==> config.mk <==
export PLATFORM = sky130hd
export DESIGN_NAME = fifo_page_replacement
export DESIGN_NICKNAME = d
export VERILOG_FILES = /design/src/rtl/fpr_pkg.sv /design/src/rtl/fifo_page_replacement.sv /design/src/rtl/fpr_cell.sv
export SDC_FILE = /design/constraint.sdc
export NUM_CORES = 1
export LEC_CHECK = 0
export BUFFER_PORTS_ARGS = -buffer_cell sky130_fd_sc_hd__buf_2
export CORE_ASPECT_RATIO = 2
export CORE_MARGIN = 3
export CORE_UTILIZATION = 47
export DETAILED_ROUTE_END_ITERATION = 16
export PLACE_DENSITY = 0.61
export SYNTH_ARGS = -nofsm -noshare
export SYNTH_HDL_FRONTEND = slang
export SYNTH_HIERARCHICAL = 1
export SYNTH_SLANG_ARGS = --single-unit
==> constraint.sdc <==
create_clock -name i_clk -period 6.85 [get_ports i_clk]
set_input_delay 0.3425 -clock i_clk [delete_from_list [all_inputs] [get_ports i_clk]]
set_output_delay 0.3425 -clock i_clk [all_outputs]
set_load 0.005 [all_outputs]
==> src/rtl/fpr_pkg.sv <==
// ----------------------------------------------------------------------------
// fpr_pkg: shared types and constants for the FIFO page replacement block
// Holds the default sizes, the probe and cell control structs, the state
// encoding and the configuration reset and counter constants.
// ----------------------------------------------------------------------------
package fpr_pkg;

    localparam int unsigned ENTRIES_DEFAULT   = 16;
    localparam int unsigned PAGE_BITS_DEFAULT = 32;

    localparam int unsigned CFG_W    = 5;
    localparam int unsigned COUNT_W  = 32;

    localparam logic [CFG_W-1:0]   ACTIVE_RESET = 5'd16;
    localparam logic [COUNT_W-1:0] COUNT_MAX    = '1;

    // Control bits that travel with a request down the cell row
    typedef struct packed {
        logic vld;
        logic hit;
    } t_probe;

    // Per-cell control from the top level
    typedef struct packed {
        logic enable;
        logic wr_en;
    } t_cell_ctrl;

    typedef enum logic {
        ST_IDLE,
        ST_SCAN
    } t_state;

endpackage

==> src/rtl/fifo_page_replacement.sv <==
// ----------------------------------------------------------------------------
// fifo_page_replacement: fully associative page store, FIFO replacement
// Looks up each requested page in a row of slots and replaces the oldest
// slot on a miss, reporting hit/miss with saturating miss and request counts.
// ----------------------------------------------------------------------------
// Usage:
//   Request: drive i_page_number and pulse start while busy is low; the
//   item is taken at that edge and busy stays high until it is finished.
//   Result: o_result_valid is high for one cycle with o_hit, o_miss_count
//   and o_request_count; the receiver cannot hold it off.
//   Configuration: i_cfg_valid/o_cfg_ready write active_entries (1..ENTRIES,
//   0 acts as 1, larger values act as ENTRIES); write it only while idle.
// Operation:
//   The request walks the row of ENTRIES cells, one cell per cycle starting
//   in the accepting cycle; as it leaves the last cell, the store and
//   counters are updated and the result is registered. A new request can
//   be taken at the edge that ends the result cycle, so the block takes no
//   new request while one is still in the row or being finished.
// Reset:
//   Synchronous, active low. Clears all valid bits, the fill pointer and
//   both counters, and sets active_entries to 16. No clearing pass.
// ----------------------------------------------------------------------------
module fifo_page_replacement #(
    parameter int unsigned ENTRIES   = fpr_pkg::ENTRIES_DEFAULT,
    parameter int unsigned PAGE_BITS = fpr_pkg::PAGE_BITS_DEFAULT
) (
    input  logic                         i_clk,
    input  logic                         i_rst_n,
    input  logic                         start,
    output logic                         busy,
    input  logic [PAGE_BITS-1:0]         i_page_number,
    output logic                         o_result_valid,
    output logic                         o_hit,
    output logic [fpr_pkg::COUNT_W-1:0]  o_miss_count,
    output logic [fpr_pkg::COUNT_W-1:0]  o_request_count,
    input  logic                         i_cfg_valid,
    output logic                         o_cfg_ready,
    input  logic [fpr_pkg::CFG_W-1:0]    i_cfg_active_entries
);
    import fpr_pkg::*;

    localparam int unsigned IDX_W  = (ENTRIES > 1) ? $clog2(ENTRIES) : 1;
    localparam int unsigned CNT_W  = $clog2(ENTRIES + 1);
    localparam int unsigned SLOT_W = (CNT_W > CFG_W) ? CNT_W : CFG_W;

    t_state               r_state;
    t_state               n_state;
    logic [CFG_W-1:0]     r_active;
    logic [IDX_W-1:0]     r_fill;
    logic [IDX_W-1:0]     n_fill;
    logic [COUNT_W-1:0]   r_misses;
    logic [COUNT_W-1:0]   n_misses;
    logic [COUNT_W-1:0]   r_requests;
    logic [COUNT_W-1:0]   n_requests;
    logic                 r_result_valid;
    logic                 r_hit;

    t_probe               w_probe [0:ENTRIES];
    logic [PAGE_BITS-1:0] w_page  [0:ENTRIES];
    t_cell_ctrl           w_ctrl  [0:ENTRIES-1];
    logic [ENTRIES-1:0]   w_probe_vld;

    logic                 w_accept;
    logic                 w_finish;
    logic                 w_write;
    logic [SLOT_W-1:0]    w_cfg_ext;
    logic [SLOT_W-1:0]    w_slots;
    logic [SLOT_W-1:0]    w_at_ext;
    logic [SLOT_W-1:0]    w_next_ext;
    logic [IDX_W-1:0]     w_at;

    // Clamp the active entry count to 1..ENTRIES
    assign w_cfg_ext = SLOT_W'(r_active);
    always_comb begin
        if (w_cfg_ext == '0) begin
            w_slots = SLOT_W'(1);
        end else if (w_cfg_ext > SLOT_W'(ENTRIES)) begin
            w_slots = SLOT_W'(ENTRIES);
        end else begin
            w_slots = w_cfg_ext;
        end
    end

    // Configuration register
    assign o_cfg_ready = 1'b1;
    always_ff @(posedge i_clk) begin
        if (!i_rst_n) begin
            r_active <= ACTIVE_RESET;
        end else if (i_cfg_valid && o_cfg_ready) begin
            r_active <= i_cfg_active_entries;
        end
    end

    // Next state
    always_comb begin
        n_state = r_state;
        case (r_state)
            ST_IDLE: begin
                if (start) begin
                    n_state = ST_SCAN;
                end
            end
            ST_SCAN: begin
                if (w_probe[ENTRIES].vld) begin
                    n_state = ST_IDLE;
                end
            end
            default: n_state = ST_IDLE;
        endcase
    end

    // State outputs
    always_comb begin
        busy     = 1'b0;
        w_finish = 1'b0;
        case (r_state)
            ST_IDLE: begin
                busy = 1'b0;
            end
            ST_SCAN: begin
                busy     = 1'b1;
                w_finish = w_probe[ENTRIES].vld;
            end
            default: begin
                busy = 1'b0;
            end
        endcase
    end

    always_ff @(posedge i_clk) begin
        if (!i_rst_n) begin
            r_state <= ST_IDLE;
        end else begin
            r_state <= n_state;
        end
    end

    assign w_accept = start && !busy;

    // Inject the request at the head of the row
    assign w_probe[0] = t_probe'{vld: w_accept, hit: 1'b0};
    assign w_page[0]  = i_page_number;

    // Replacement slot: wrap to zero if the pointer left the active range
    assign w_at_ext   = (SLOT_W'(r_fill) < w_slots) ? SLOT_W'(r_fill) : '0;
    assign w_at       = w_at_ext[IDX_W-1:0];
    assign w_next_ext = w_at_ext + SLOT_W'(1);
    assign n_fill     = (w_next_ext >= w_slots) ? '0 : w_next_ext[IDX_W-1:0];
    assign w_write    = w_finish && !w_probe[ENTRIES].hit;

    // Row of cells
    for (genvar k = 0; k < ENTRIES; k++) begin : g_cell
        always_comb begin
            w_ctrl[k].enable = (SLOT_W'(k) < w_slots);
            w_ctrl[k].wr_en  = w_write && (w_at == IDX_W'(k));
        end
        assign w_probe_vld[k] = w_probe[k+1].vld;

        fpr_cell #(
            .PAGE_BITS (PAGE_BITS)
        ) u_cell (
            .i_clk     (i_clk),
            .i_rst_n   (i_rst_n),
            .i_probe   (w_probe[k]),
            .i_page    (w_page[k]),
            .i_ctrl    (w_ctrl[k]),
            .i_wr_page (w_page[ENTRIES]),
            .o_probe   (w_probe[k+1]),
            .o_page    (w_page[k+1])
        );
    end

    // Saturating counters
    always_comb begin
        n_misses   = r_misses;
        n_requests = r_requests;
        if (w_write && (r_misses != COUNT_MAX)) begin
            n_misses = r_misses + COUNT_W'(1);
        end
        if (w_finish && (r_requests != COUNT_MAX)) begin
            n_requests = r_requests + COUNT_W'(1);
        end
    end

    always_ff @(posedge i_clk) begin
        if (!i_rst_n) begin
            r_fill         <= '0;
            r_misses       <= '0;
            r_requests     <= '0;
            r_result_valid <= 1'b0;
        end else begin
            r_misses       <= n_misses;
            r_requests     <= n_requests;
            r_result_valid <= w_finish;
            if (w_write) begin
                r_fill <= n_fill;
            end
        end
    end

    // Hold the hit flag of the finished item
    always_ff @(posedge i_clk) begin
        if (w_finish) begin
            r_hit <= w_probe[ENTRIES].hit;
        end
    end

    assign o_result_valid  = r_result_valid;
    assign o_hit           = r_hit;
    assign o_miss_count    = r_misses;
    assign o_request_count = r_requests;

    // Checks
    a_one_in_flight: assert property (@(posedge i_clk) disable iff (!i_rst_n)
        $countones(w_probe_vld) <= 1)
        else $error("more than one item in the cell row");

    a_result_after_busy: assert property (@(posedge i_clk) disable iff (!i_rst_n)
        o_result_valid |-> $past(busy))
        else $error("result without an item in progress");

    a_accept_busy: assert property (@(posedge i_clk) disable iff (!i_rst_n)
        w_accept |=> busy)
        else $error("accepted item did not raise busy");

    a_counts_order: assert property (@(posedge i_clk) disable iff (!i_rst_n)
        o_result_valid |-> (o_miss_count <= o_request_count))
        else $error("miss count exceeds request count");

endmodule

==> src/rtl/fpr_cell.sv <==
// ----------------------------------------------------------------------------
// fpr_cell: one page slot of the replacement row
// Stores one page and its valid bit, compares the passing request against
// it and hands the request with its running hit flag to the next cell.
// ----------------------------------------------------------------------------
module fpr_cell #(
    parameter int unsigned PAGE_BITS = 32
) (
    input  logic                  i_clk,
    input  logic                  i_rst_n,
    input  fpr_pkg::t_probe       i_probe,
    input  logic [PAGE_BITS-1:0]  i_page,
    input  fpr_pkg::t_cell_ctrl   i_ctrl,
    input  logic [PAGE_BITS-1:0]  i_wr_page,
    output fpr_pkg::t_probe       o_probe,
    output logic [PAGE_BITS-1:0]  o_page
);
    import fpr_pkg::*;

    logic [PAGE_BITS-1:0] r_store;
    logic                 r_valid;
    t_probe               r_probe;
    t_probe               n_probe;
    logic [PAGE_BITS-1:0] r_page;
    logic                 w_match;

    // Compare only while the slot is valid and inside the active range
    assign w_match = r_valid && i_ctrl.enable && (r_store == i_page);

    always_comb begin
        n_probe.vld = i_probe.vld;
        n_probe.hit = i_probe.hit | w_match;
    end

    // Advance the request to the next cell
    always_ff @(posedge i_clk) begin
        if (!i_rst_n) begin
            r_probe <= '0;
        end else begin
            r_probe <= n_probe;
        end
    end

    always_ff @(posedge i_clk) begin
        r_page <= i_page;
    end

    // Fill the slot on a miss aimed here
    always_ff @(posedge i_clk) begin
        if (!i_rst_n) begin
            r_valid <= 1'b0;
        end else if (i_ctrl.wr_en) begin
            r_valid <= 1'b1;
        end
    end

    always_ff @(posedge i_clk) begin
        if (i_ctrl.wr_en) begin
            r_store <= i_wr_page;
        end
    end

    assign o_probe = r_probe;
    assign o_page  = r_page;

endmodule

Word-level counts from Yosys, hierarchy flattened. Cells that the tools add are included.

Output and inout bits: 68. Bits in registers: 1148. Bits of input ports: 41. Word-level logic and storage cells: 223.

Multiplexer cells: 9. Equality and inequality tests: 33. Order comparisons: 19. Add/sub/neg operators: 3. Reductions and logical operators: 56. Bitwise operators: 16.

Operators by type and width (number): 32-bit equality test (16); 32-bit by 1-bit adder with 32-bit output, second input constant (2); 32-bit != test, second input constant (2); 1-bit logical AND (52); 4-bit by 5-bit < comparator with 1-bit output, first input constant (8); 4-bit equality test, second input constant (8); 3-bit by 5-bit < comparator with 1-bit output, first input constant (4); 4-bit by 3-bit equality test with 1-bit output, second input constant (4); 1-bit bitwise OR (15); 1-bit by 5-bit < comparator with 1-bit output, first input constant (2); 2-bit by 5-bit < comparator with 1-bit output, first input constant (2); 5-bit 2-to-1 mux (2); 4-bit by 2-bit equality test with 1-bit output, second input constant (2); 4-bit 2-to-1 mux (2); 4-bit by 1-bit adder with 5-bit output, second input constant (1); 5-bit greater-or-equal comparator (1); 5-bit > comparator, second input constant (1); 5-bit logical NOT (1); 4-bit by 5-bit < comparator with 1-bit output (1); 4-bit by 1-bit equality test with 1-bit output, second input constant (1); 4-bit logical NOT (1); 1-bit case mux with 2 select lines (2); 1-bit 2-to-1 mux (3); 1-bit logical NOT (2); 1-bit inverter (1).

Logic depth before layout (Yosys ltp). Gate-level depths: netlist (run 1).

Word-level depth: 8. Gate-level depth with buffers: 16. Mapped depth without buffers: 15.

Hierarchy. The synthesis (run 1) kept the hierarchy.

By module, submodules not included: fpr_cell (sequential area each 1661.6 um^2, times used 16, area each 2042.0 um^2, cells an instance 114); fifo_page_replacement (sequential area each 1531.5 um^2, times used 1, area each 4301.6 um^2, cells an instance 532).

Worst setup path before layout (run 1). OpenSTA, ideal clock, no wires.

Kind: flip-flop to flip-flop. From: register r_active[4]. To: register g_cell[3].u_cell.r_store[0] (enable). Data arrival time: 5.073 ns. Clock period less this slack: 5.589 ns. Required time: 6.334 ns. Slack: 1.261 ns. Setup time: 0.516 ns. Buffers on the path: 1. Stages on the path, launching flop included: 9. Cells stage by stage: dfxtp_1 > inv_1 > clkbuf_1 > nand2_1 > ha_1 > a21o_1 > a21oi_1 > o2bb2ai_1 > nor4b_1.

RTL lines: from (decl) (line fifo_page_replacement.sv:48) `logic [CFG_W-1:0] r_active;`; from (signal assigned) (line fifo_page_replacement.sv:90) `r_active <= i_cfg_active_entries;`; to (signal assigned) (line fpr_cell.sv:59) `r_store <= i_wr_page;`; to (decl) (line fpr_cell.sv:20) `logic [PAGE_BITS-1:0] r_store;`.

==> results of run 1 <==
==> metrics by stage <==
stage	utilization, %	instances	setup WS (ns)	hold WS, ns
floorplan	-	2357	1.26	0.349
global placement	50.2	3468	3.21	0.352
detailed placement	50.2	3468	3.12	0.354
CTS	54.8	3681	3.10	0.0218
global route	54.8	3681	2.89	0.0800
finish	54.8	3681	3.05	0.0753
==> state kept, by name, summed over array words and instances (netlist names) <==
signal and cells:
g_cell.u_cell/o_page 512, g_cell.u_cell/r_store 512, g_cell.u_cell/o_probe 32, o_miss_count 32, o_request_count 32, g_cell.u_cell/r_valid 16
r_active 5, r_fill 4, o_hit 1, o_result_valid 1, r_state 1
==> layout by cell type, fill, tap and decap left out, drive strengths merged, types with 15 or more instances in the layout <==
cell,netlist,layout
buf,6,116
nor2,54,54
edfxtp,513,513
mux2i,20,20
dfxtp,635,635
xnor2,471,471
nand2b,19,19
a21oi,39,39
inv,20,30
or4,15,15
and2,16,16
clkbuf,21,129
nor4,40,40
nand4,143,143
nand2,86,86
o21a,16,16
o41ai,20,20
or3,23,23
xor2,53,53
dlygate4sd3,0,38
o21ai,30,30
clkinv,0,22
nand3,30,30
==> where the power goes <==
part | total (W) | internal [W] | switching, W
Combinational | 0.000235 | 0.000133 | 0.000103
Clock | 0.00548 | 0.00314 | 0.00234
Sequential | 0.00747 | 0.00731 | 0.000165
==> synth_stat cells (7+ instances only) <==
library cell / n / share of area, %
nor2_1: 53 / 0.54
nand2b_1: 19 / 0.32
xor2_1: 53 / 1.3
and2_1: 16 / 0.27
or4_1: 14 / 0.28
nand2_1: 86 / 0.87
nor3_1: 7 / 0.095
nand4_1: 141 / 2.4
mux2i_1: 20 / 0.54
nand3_1: 30 / 0.41
nor4_1: 38 / 0.64
o31ai_1: 14 / 0.28
or3_1: 17 / 0.29
edfxtp_1: 513 / 42
o21ai_0: 21 / 0.28
o21ai_1: 9 / 0.12
ha_1: 12 / 0.41
xnor2_1: 471 / 11
o41ai_2: 16 / 0.70
dfxtp_1: 635 / 34
o21a_1: 16 / 0.32
a21oi_1: 33 / 0.45
inv_1: 19 / 0.19
clkbuf_1: 21 / 0.21
==> metal layers <==
layer / wire, um / vias to the layer above / track usage, %
met3: 2360 / 127 / 2.75
met4: 2160 / 0 / 6.43
met1: 23900 / 9246 / 16.2
li1: - / 8886 / -
met2: 40100 / 378 / 34.0
met5: 0 / - / 0
==> worst min path at each step <==
stage                                              startpoint                                   end  slack, ns  cells past startpoint
after global routing                              i_cfg_valid              r_active[4]$_SDFFE_PN1P_       0.08                      2
after global placement    g_cell[13].u_cell/o_page[0]$_DFF_P_   g_cell[14].u_cell/o_page[0]$_DFF_P_       0.35                      0
final                                             i_cfg_valid              r_active[4]$_SDFFE_PN1P_       0.08                      2
after CTS                                         i_cfg_valid              r_active[4]$_SDFFE_PN1P_       0.02                      2
after detailed placement   g_cell[6].u_cell/o_page[3]$_DFF_P_    g_cell[7].u_cell/o_page[3]$_DFF_P_       0.35                      0
after floorplan           g_cell[9].u_cell/o_page[24]$_DFF_P_  g_cell[10].u_cell/o_page[24]$_DFF_P_       0.35                      0
==> cell type report <==
type | count | area (um^2) | area share [%]
clock buffer | 129 | 2640 | 6.22
multi-input combinational | 1162 | 8780 | 20.7
timing repair buffer | 154 | 986 | 2.32
inverter | 20 | 75.1 | 0.177
tap | 1022 | 1280 | 3.01
sequential | 1148 | 28100 | 66.3
clock inverter | 46 | 548 | 1.29
==> kinds of logic after synthesis <==
kind of cell	count (synthesis)	synth area share (%)
flops	1148	76.0
compound gates	142	2.97
simple gates	461	7.07
xor+xnor	524	12.4
mux	20	0.541
fa+ha+maj	12	0.406
buf+inv	47	0.538
other cells	2	0.0203
==> qor.yml, run 1 <==
run_status:
  status: "finished, final reports clean"
routing:
  detailroute.via_count: 18600
  drt_wl_total_um: 68500
  wl_per_cell_um: 18.6
  ant_nets: 0
  firstDrtPassIters: 6
  drt_iter0_drc: 1005
  via_per_inst: 5.06
  drcViolationCount: 0
setup_path:
  path_buf_inv: 1
  endpoint: "g_cell[9].u_cell/r_store[7]$_DFFE_PP_"
  crit_path_end_kind: "flip-flop"
  r2r_slack_ns: 3.05
  r2r_end: "g_cell[9].u_cell/r_store[7]$_DFFE_PP_"
  worst-path-max-fanout: 33
  worstPathRequired_ns: 7.12
  critical_path.startpoint: "r_active[4]$_SDFFE_PN1P_"
  critPathKind: "flip-flop to flip-flop"
  reg2regPathDepth: 8
  crit_family: "simple AND/OR/NAND/NOR gates"
  cp.depth: 8
  reg2reg_from: "r_active[4]$_SDFFE_PN1P_"
  crit_chain: "inv_1 -> nand2_1 -> ha_1 -> a21o_1 -> a21oi_1 -> o2bb2ai_1 -> or4b_2 -> nor2_4"
  slowest_delay_ns: 0.85
  critPathLaunchType: "flip-flop"
  crit_arrival_ns: 4.06
  critPathSlowestCell: "or4b_2"
synth:
  synth_area_per_cell_um2: 15.7
  ys_dominant_reg_cell: "dfxtp_1"
  synth-edff-count: 513
  syn_area_mm2: 0.0370
  syn_inst: 2356
  synthArstFlopShare_pct: 0
  ys_types: 63
  yosys_warnings: 6
  ys_ff_latch: 1148
  yosysSeqAreaShare_pct: 76.0
sta:
  finalSetupTns_ns: 0
  finalMaxSlewViolations: 0
  worst_pin_slew_ns: 1.09
  relSlewSlack_pct: 27.3
  setup_violations: 0
  fmax_ghz: 0.263
  fin_crit_sh_pct: 55.4
  finalHoldViolCount: 0
  grt_setup_unrepaired: "no"
  final.setup_skew_ns: 0.0197
  period_needed_ns: 3.80
global_route:
  gr-usage-all-layers_pct: 16.7
  grt_overflow: 0
  first_global_vias: 19800
  grt_pass1_wl_um: 106000
  antenna_found_initial: 1
  grt_max_degree: 63
floorplan:
  core_area_mm2: 0.0775
  fp.dieW_um: 204
  rows: 144
  die-area_mm2: 0.0823
  initial_core_util_pct: 47.7
  fp.dieH_um: 403
  top_level_ports: 109
placed_design:
  gp_routability_congestion: 0.852
  dp_hpwl_um: 48500
  place_area_mm2: 0.0389
  port-buffer-count: 107
clock_tree:
  max-clock-path-buffers: 3
  htree_levels: 3
  path_clk_slew_ns: 0.06
  cts.sinks: 1148
  cts-resized-gates: 0
  hold_buffers: 38
  clk_latency_ns: 0.66
  cts_setup_buffers: 0
  cts_tree: "built"
  cts_root_buf: "clkbuf_16"
  numCtsBuffers: 93
cells_and_area:
  nNetsFinal: 2632
  area_growth_pct: 14.7
  nFillCells: 6295
  postLayoutCellArea_mm2: 0.0424
  diodes: 0
  drive_above_1_share_pct: 12.1
power:
  irDropWorstVdd_mv: 0.239
  p_total_w: 0.0132
  power_density_mw_per_mm2: 311
  p_leak_nw: 14.4
flow_run:
  max_cap_violations: 0
worst_hold_path:
  hold_class: "primary input to flip-flop"
No activity file was read; power rests on OpenSTA's default activity.
==> run 2, diff against run 1 <==
Settings changed: PLACE_DENSITY 0.61 to 0.63.
Clock period 6.85 ns to 3.38 ns, I/O delays scaled along.
==> qor.yml, run 2 (same netlist as run 1, synthesis figures left out) <==
sta:
  final.setup_skew_ns: 0.0203  # was 0.0197 ns
  relSlewSlack_pct: 25.1  # was 27.3%
  worst_pin_slew_ns: 1.12  # was 1.09 ns
  finalMaxSlewViolations: 0  # unchanged
  grt_setup_unrepaired: "no"  # unchanged
  setup_violations: 0  # unchanged
  finalHoldViolCount: 0  # unchanged
  fmax_ghz: 0.309  # was 0.263 GHz
  fin_crit_sh_pct: 95.8  # was 55.4%
  fin_ws_ns: 0.142  # was 3.05 ns
  period_needed_ns: 3.24  # was 3.80 ns
power:
  p_leak_nw: 14.5  # was 14.4 nW
  irDropWorstVdd_mv: 0.489  # was 0.239 mV
  power_density_mw_per_mm2: 619  # was 311 mW/mm^2
setup_path:
  cp.depth: 14  # was 8
  worst-path-max-fanout: 9  # was 33
  crit_arrival_ns: 3.83  # was 4.06 ns
  reg2reg_from: "r_fill[2]$_SDFFE_PN0P_"  # was r_active[4]$_SDFFE_PN1P_
  crit_chain: "ha_1 -> a21o_1 -> a21oi_1 -> o2bb2ai_1 -> buf_4 -> nand2b_1 -> inv_1 -> ha_1 -> inv_1 -> ha_1 -> a211oi_1 -> o21ai_0 -> nor2_1 -> a32o_1"  # was inv_1 -> nand2_1 -> ha_1 -> a21o_1 -> a21oi_1 -> o2bb2ai_1 -> or4b_2 -> nor2_4
  crit_path_end_kind: "flip-flop"  # unchanged
  slowest_delay_ns: 0.54  # was 0.85 ns
  endpoint: "r_fill[2]$_SDFFE_PN0P_"  # was g_cell[9].u_cell/r_store[7]$_DFFE_PP_
  reg2regPathDepth: 14  # was 8
  critPathSlowestCell: "dfxtp_1"  # was or4b_2
  r2r_end: "r_fill[2]$_SDFFE_PN0P_"  # was g_cell[9].u_cell/r_store[7]$_DFFE_PP_
  worstPathRequired_ns: 3.97  # was 7.12 ns
  cp_common_cell: "ha_1"
  path_buf_inv: 3  # was 1
  r2r_slack_ns: 0.14  # was 3.05 ns
  crit_family: "compound AO/OA/AOI/OAI gates"  # was simple AND/OR/NAND/NOR gates
  critPathLaunchType: "flip-flop"  # unchanged
  critical_path.startpoint: "r_fill[2]$_SDFFE_PN0P_"  # was r_active[4]$_SDFFE_PN1P_
  critPathKind: "flip-flop to flip-flop"  # unchanged
routing:
  drcViolationCount: 0  # unchanged
  detailroute.via_count: 18700  # was 18600
  ant_nets: 0  # unchanged
  drt_wl_total_um: 68800  # was 68500 um
  firstDrtPassIters: 5  # was 6
  wl_per_cell_um: 18.5  # was 18.6 um
  drt_iter0_drc: 956  # was 1005
  via_per_inst: 5.03  # was 5.06
clock_tree:
  clk_latency_ns: 0.66  # about the same
  path_clk_slew_ns: 0.07  # was 0.06 ns
  cts.sinks: 1148  # unchanged
  cts_tree: "built"  # unchanged
  max-clock-path-buffers: 3  # unchanged
  cts_root_buf: "clkbuf_16"  # unchanged
  numCtsBuffers: 93  # unchanged
  htree_levels: 3  # unchanged
  cts_setup_buffers: 0  # unchanged
placed_design:
  place_ws_ns: 0.145  # was 3.12 ns
  dp_hpwl_um: 49100  # was 48500 um
  place_area_mm2: 0.0392  # was 0.0389 mm^2
  gp_routability_congestion: 0.836  # was 0.852
  port-buffer-count: 107  # unchanged
cells_and_area:
  postLayoutCellArea_mm2: 0.0428  # was 0.0424 mm^2
  drive_above_1_share_pct: 12.9  # was 12.1%
  final_util_pct: 55.2  # was 54.8%
  final_cell_mix: "dfxtp_1, edfxtp_1, xnor2_1"  # unchanged
  area_growth_pct: 15.7  # was 14.7%
  final_common_cell: "dfxtp_1"  # unchanged
  nNetsFinal: 2665  # was 2632
global_route:
  grt_pass1_wl_um: 107000  # was 106000 um
  first_global_vias: 20100  # was 19800
  grt_max_degree: 47  # was 63
  gr-usage-all-layers_pct: 16.8  # was 16.7%
  antenna_found_initial: 2  # was 1
  grt_overflow: 0  # unchanged
flow_run:
  max_cap_violations: 0  # unchanged
run_status:
  status: "finished, final reports clean"  # unchanged
floorplan:
  rows: 144  # unchanged
  initial_core_util_pct: 47.7  # unchanged
  top_level_ports: 109  # unchanged
  die-area_mm2: 0.0823  # unchanged
  fp.dieH_um: 403  # unchanged
  core_area_mm2: 0.0775  # unchanged
  fp.dieW_um: 204  # unchanged
worst_hold_path:
  hold_class: "primary input to flip-flop"  # unchanged
  worstHoldStart: "i_page_number[12]"  # was i_cfg_valid
==> run 2: cell type report <==
cell class	instances	area, um^2
Antenna cell	1	2.50
Clock buffer	122	2560
Clock inverter	50	529
Fill cell	6243	34700
Inverter	20	75.1
Multi-Input combinational cell	1162	8810
Sequential cell	1148	28100
Tap cell	1022	1280
Timing Repair Buffer	187	1400
==> run 2: per-stage QoR <==
| step | setup TNS (ns) | power, W | std cells | hold WS (ns) |
|---|---|---|---|---|
| floorplan | -83.93 | 0.0156 | 2357 | 0.197 |
| global placement | 0 | 0.0159 | 3494 | 0.299 |
| detailed placement | 0 | 0.0159 | 3494 | 0.299 |
| CTS | 0 | 0.0268 | 3711 | 0.118 |
| global route | 0 | 0.0274 | 3711 | 0.157 |
| finish | 0 | 0.0265 | 3712 | 0.174 |
==> run 2: how the worst min path moves through the flow <==
stage | to | slack [ns] | depth (start not counted)
2_1_floorplan | g_cell[0].u_cell/o_page[0]$_DFF_P_ | 0.20 | 0
3_3_place_gp | g_cell[0].u_cell/o_page[26]$_DFF_P_ | 0.30 | 1
3_5_place_dp | g_cell[0].u_cell/o_page[30]$_DFF_P_ | 0.30 | 1
4_1_cts | g_cell[0].u_cell/o_page[26]$_DFF_P_ | 0.12 | 2
5_1_grt | g_cell[0].u_cell/o_page[0]$_DFF_P_ | 0.16 | 2
6_report | g_cell[0].u_cell/o_page[12]$_DFF_P_ | 0.17 | 2
==> run 2: routing by layer <==
layer / share of wire, % / wire (um) / vias to the layer above / global-route usage, %
met1: 35 / 24200 / 9264 / 16.6
met5: 0.019 / 13 / - / 0
met4: 2.4 / 1650 / 2 / 5.43
met3: 3.4 / 2310 / 113 / 2.71
met2: 59 / 40500 / 343 / 34.6
li1: - / - / 8947 / -
==> run 2: repair_timing <==
| action | CTS | global route |
|---|---|---|
| endpoints found under the hold margin | 52 | 0 |
| endpoints found under the setup margin | 0 | 67 |
| resized for setup | 0 | 2 |
| hold buffers | 45 | 0 |
==> run 2: where the power goes <==
part | internal (W) | switching, W
Sequential | 0.0148 | 0.000327
Clock | 0.00613 | 0.00472
Combinational | 0.000284 | 0.000215
Total | 0.0212 | 0.00526
==> run 3, diff against run 2 <==
Settings changed: PLACE_DENSITY 0.63 to 0.61, SETUP_SLACK_MARGIN set to 0.5.
Clock period 3.38 ns to 3.19 ns, I/O delays scaled along.
==> qor.yml, run 3 (same netlist as run 1, synthesis figures left out) <==
run_status:
  status: "finished, final reports clean"  # unchanged
cells_and_area:
  final_util_pct: 56.4  # was 55.2%
  area_growth_pct: 18.2  # was 15.7%
  drive_above_1_share_pct: 15.4  # was 12.9%
  nFillCells: 6214  # was 6243
  final_common_cell: "dfxtp_1"  # unchanged
  diodes: 0  # was 1
  nNetsFinal: 2703  # was 2665
  final_cell_mix: "dfxtp_1, edfxtp_1, xnor2_1"  # unchanged
  finalNonFillerCells: 3754  # was 3712
setup_path:
  worstPathRequired_ns: 3.56  # was 3.97 ns
  reg2regPathDepth: 12  # was 14
  crit_path_end_kind: "flip-flop"  # unchanged
  reg2reg_from: "r_active[4]$_SDFFE_PN1P_"  # was r_fill[2]$_SDFFE_PN0P_
  worst-path-max-fanout: 9  # unchanged
  critPathKind: "flip-flop to flip-flop"  # unchanged
  crit_arrival_ns: 3.09  # was 3.83 ns
  r2r_slack_ns: 0.47  # was 0.14 ns
  r2r_end: "g_cell[8].u_cell/r_store[14]$_DFFE_PP_"  # was r_fill[2]$_SDFFE_PN0P_
  critPathLaunchType: "flip-flop"  # unchanged
flow_run:
  max_cap_violations: 0  # unchanged
sta:
  finalSetupTns_ns: 0  # unchanged
  setup_violations: 0  # unchanged
  fmax_ghz: 0.367  # was 0.309 GHz
  fin_crit_sh_pct: 85.4  # was 95.8%
  worst_pin_slew_ns: 0.880  # was 1.12 ns
  grt_setup_unrepaired: "yes"  # was no
  finalHoldViolCount: 0  # unchanged
  final.setup_skew_ns: 0.0271  # was 0.0203 ns
  period_needed_ns: 2.72  # was 3.24 ns
  finalMaxSlewViolations: 0  # unchanged
  hold_ws_ns: 0.142  # was 0.174 ns
  relSlewSlack_pct: 41.3  # was 25.1%
  fin_ws_ns: 0.466  # was 0.142 ns
placed_design:
  placed_cells: 3508  # was 3494
  gp_routability_congestion: 0.860  # was 0.836
  dp_hpwl_um: 60900  # was 49100 um
  port-buffer-count: 107  # unchanged
  place_ws_ns: 0.211  # was 0.145 ns
worst_hold_path:
  worstHoldStart: "i_page_number[31]"  # was i_page_number[12]
  hold_class: "primary input to flip-flop"  # unchanged
  hold_depth: 2  # unchanged
  hold_end: "g_cell[0].u_cell/o_page[31]$_DFF_P_"  # was g_cell[0].u_cell/o_page[12]$_DFF_P_
floorplan:
  fp.dieH_um: 403  # unchanged
  initial_core_util_pct: 47.7  # unchanged
  top_level_ports: 109  # unchanged
  die-area_mm2: 0.0823  # unchanged
  core_area_mm2: 0.0775  # unchanged
  fp.dieW_um: 204  # unchanged
  rows: 144  # unchanged
clock_tree:
  cts_root_buf: "clkbuf_16"  # unchanged
  htree_levels: 3  # unchanged
  clk_latency_ns: 0.68  # was 0.66 ns
  max-clock-path-buffers: 3  # unchanged
  cts_tree: "built"  # unchanged
  cts.sinks: 1148  # unchanged
  numCtsBuffers: 94  # was 93
  path_clk_slew_ns: 0.07  # about the same
global_route:
  first_global_vias: 20600  # was 20100
  antenna_found_initial: 0  # was 2
  grt_pass1_wl_um: 128000  # was 107000 um
  grt_max_degree: 41  # was 47
  gr-usage-all-layers_pct: 21.5  # was 16.8%
  grt_overflow: 0  # unchanged
power:
  p_leak_nw: 15.0  # was 14.5 nW
  irDropWorstVdd_mv: 0.428  # was 0.489 mV
  power_switching_w: 0.00603  # was 0.00526 W
  switching_share_pct: 20.7  # was 19.9%
  p_int_w: 0.0230  # was 0.0212 W
  p_seq_share_pct: 55.3  # was 57.2%
  pwr-share-comb_pct: 2.0  # was 1.9%
  clockPowerShare_pct: 42.7  # was 40.9%
  power_density_mw_per_mm2: 665  # was 619 mW/mm^2
routing:
  wl_per_cell_um: 23.5  # was 18.5 um
  firstDrtPassIters: 5  # unchanged
  detailroute.via_count: 19400  # was 18700
  drt_iter0_drc: 869  # was 956
  via_per_inst: 5.16  # was 5.03
  drcViolationCount: 0  # unchanged
  drt_wl_total_um: 88400  # was 68800 um
  ant_nets: 0  # unchanged
==> run 3: worst max-delay path by stage <==
stage | endpoint | cells past startpoint | from
4_1_cts | g_cell[8].u_cell/r_store[5]$_DFFE_PP_ | 12 | r_active[4]$_SDFFE_PN1P_
5_1_grt | r_fill[0]$_SDFFE_PN0P_ | 15 | r_active[4]$_SDFFE_PN1P_
3_3_place_gp | r_fill[0]$_SDFFE_PN0P_ | 15 | r_active[4]$_SDFFE_PN1P_
3_5_place_dp | g_cell[4].u_cell/r_store[16]$_DFFE_PP_ | 10 | r_active[4]$_SDFFE_PN1P_
6_report | g_cell[8].u_cell/r_store[14]$_DFFE_PP_ | 12 | r_active[4]$_SDFFE_PN1P_
2_1_floorplan | g_cell[4].u_cell/r_store[0]$_DFFE_PP_ | 9 | r_active[4]$_SDFFE_PN1P_
==> run 3: power by group through the flow <==
stage / Combinational, W / Clock [W] / Sequential [W]
finish: 0.000572 / 0.0124 / 0.0161
CTS: 0.000582 / 0.0127 / 0.0161
global route: 0.000622 / 0.0133 / 0.0161
floorplan: 0.000355 / 0 / 0.0162
detailed placement: 0.000526 / 0 / 0.0164
global placement: 0.000515 / 0 / 0.0164
==> run 3: metal layers <==
metal  GRT usage, %  routed length [um]
met1           19.1               27400
met2           44.2               52800
met3           3.09                2640
met4           12.1                5550
met5              0                   0
==> run 3: critical path: stages, from the launching register on <==
cell,delay (ns)
dfxtp_4,0.36
inv_8,0.06
nand2_4,0.05
ha_4,0.22
a21o_1,0.16
a21oi_2,0.19
o2bb2ai_4,0.08
buf_6,0.12
or4b_4,0.51
buf_6,0.15
nor3_4,0.19
buf_6,0.15
buf_12,0.15
==> run 3: per-stage QoR <==
step | area, um^2 | total power, W
2_1_floorplan | 37200 | 0.0166
3_3_place_gp | 39400 | 0.0169
3_5_place_dp | 39400 | 0.0169
4_1_cts | 43500 | 0.0294
5_1_grt | 43700 | 0.0300
6_report | 43700 | 0.0291
==> run 3: timing repair <==
action / in CTS / in global routing
setup buffers: 9 / 4
hold buffers: 45 / 0
pin swaps: 10 / 10
endpoints found under the setup margin: 413 / 265
resized for setup: 21 / 9
cloned: 6 / 4
endpoints found under the hold margin: 49 / 0
==> run 3: cell type report <==
type,count,area (um^2),area share [%]
sequential,1148,28100,64.3
multi-input combinational,1162,8900,20.4
clock inverter,60,813,1.86
tap,1022,1280,2.93
timing repair buffer,224,1910,4.37
inverter,20,82.6,0.189
clock buffer,118,2600,5.94
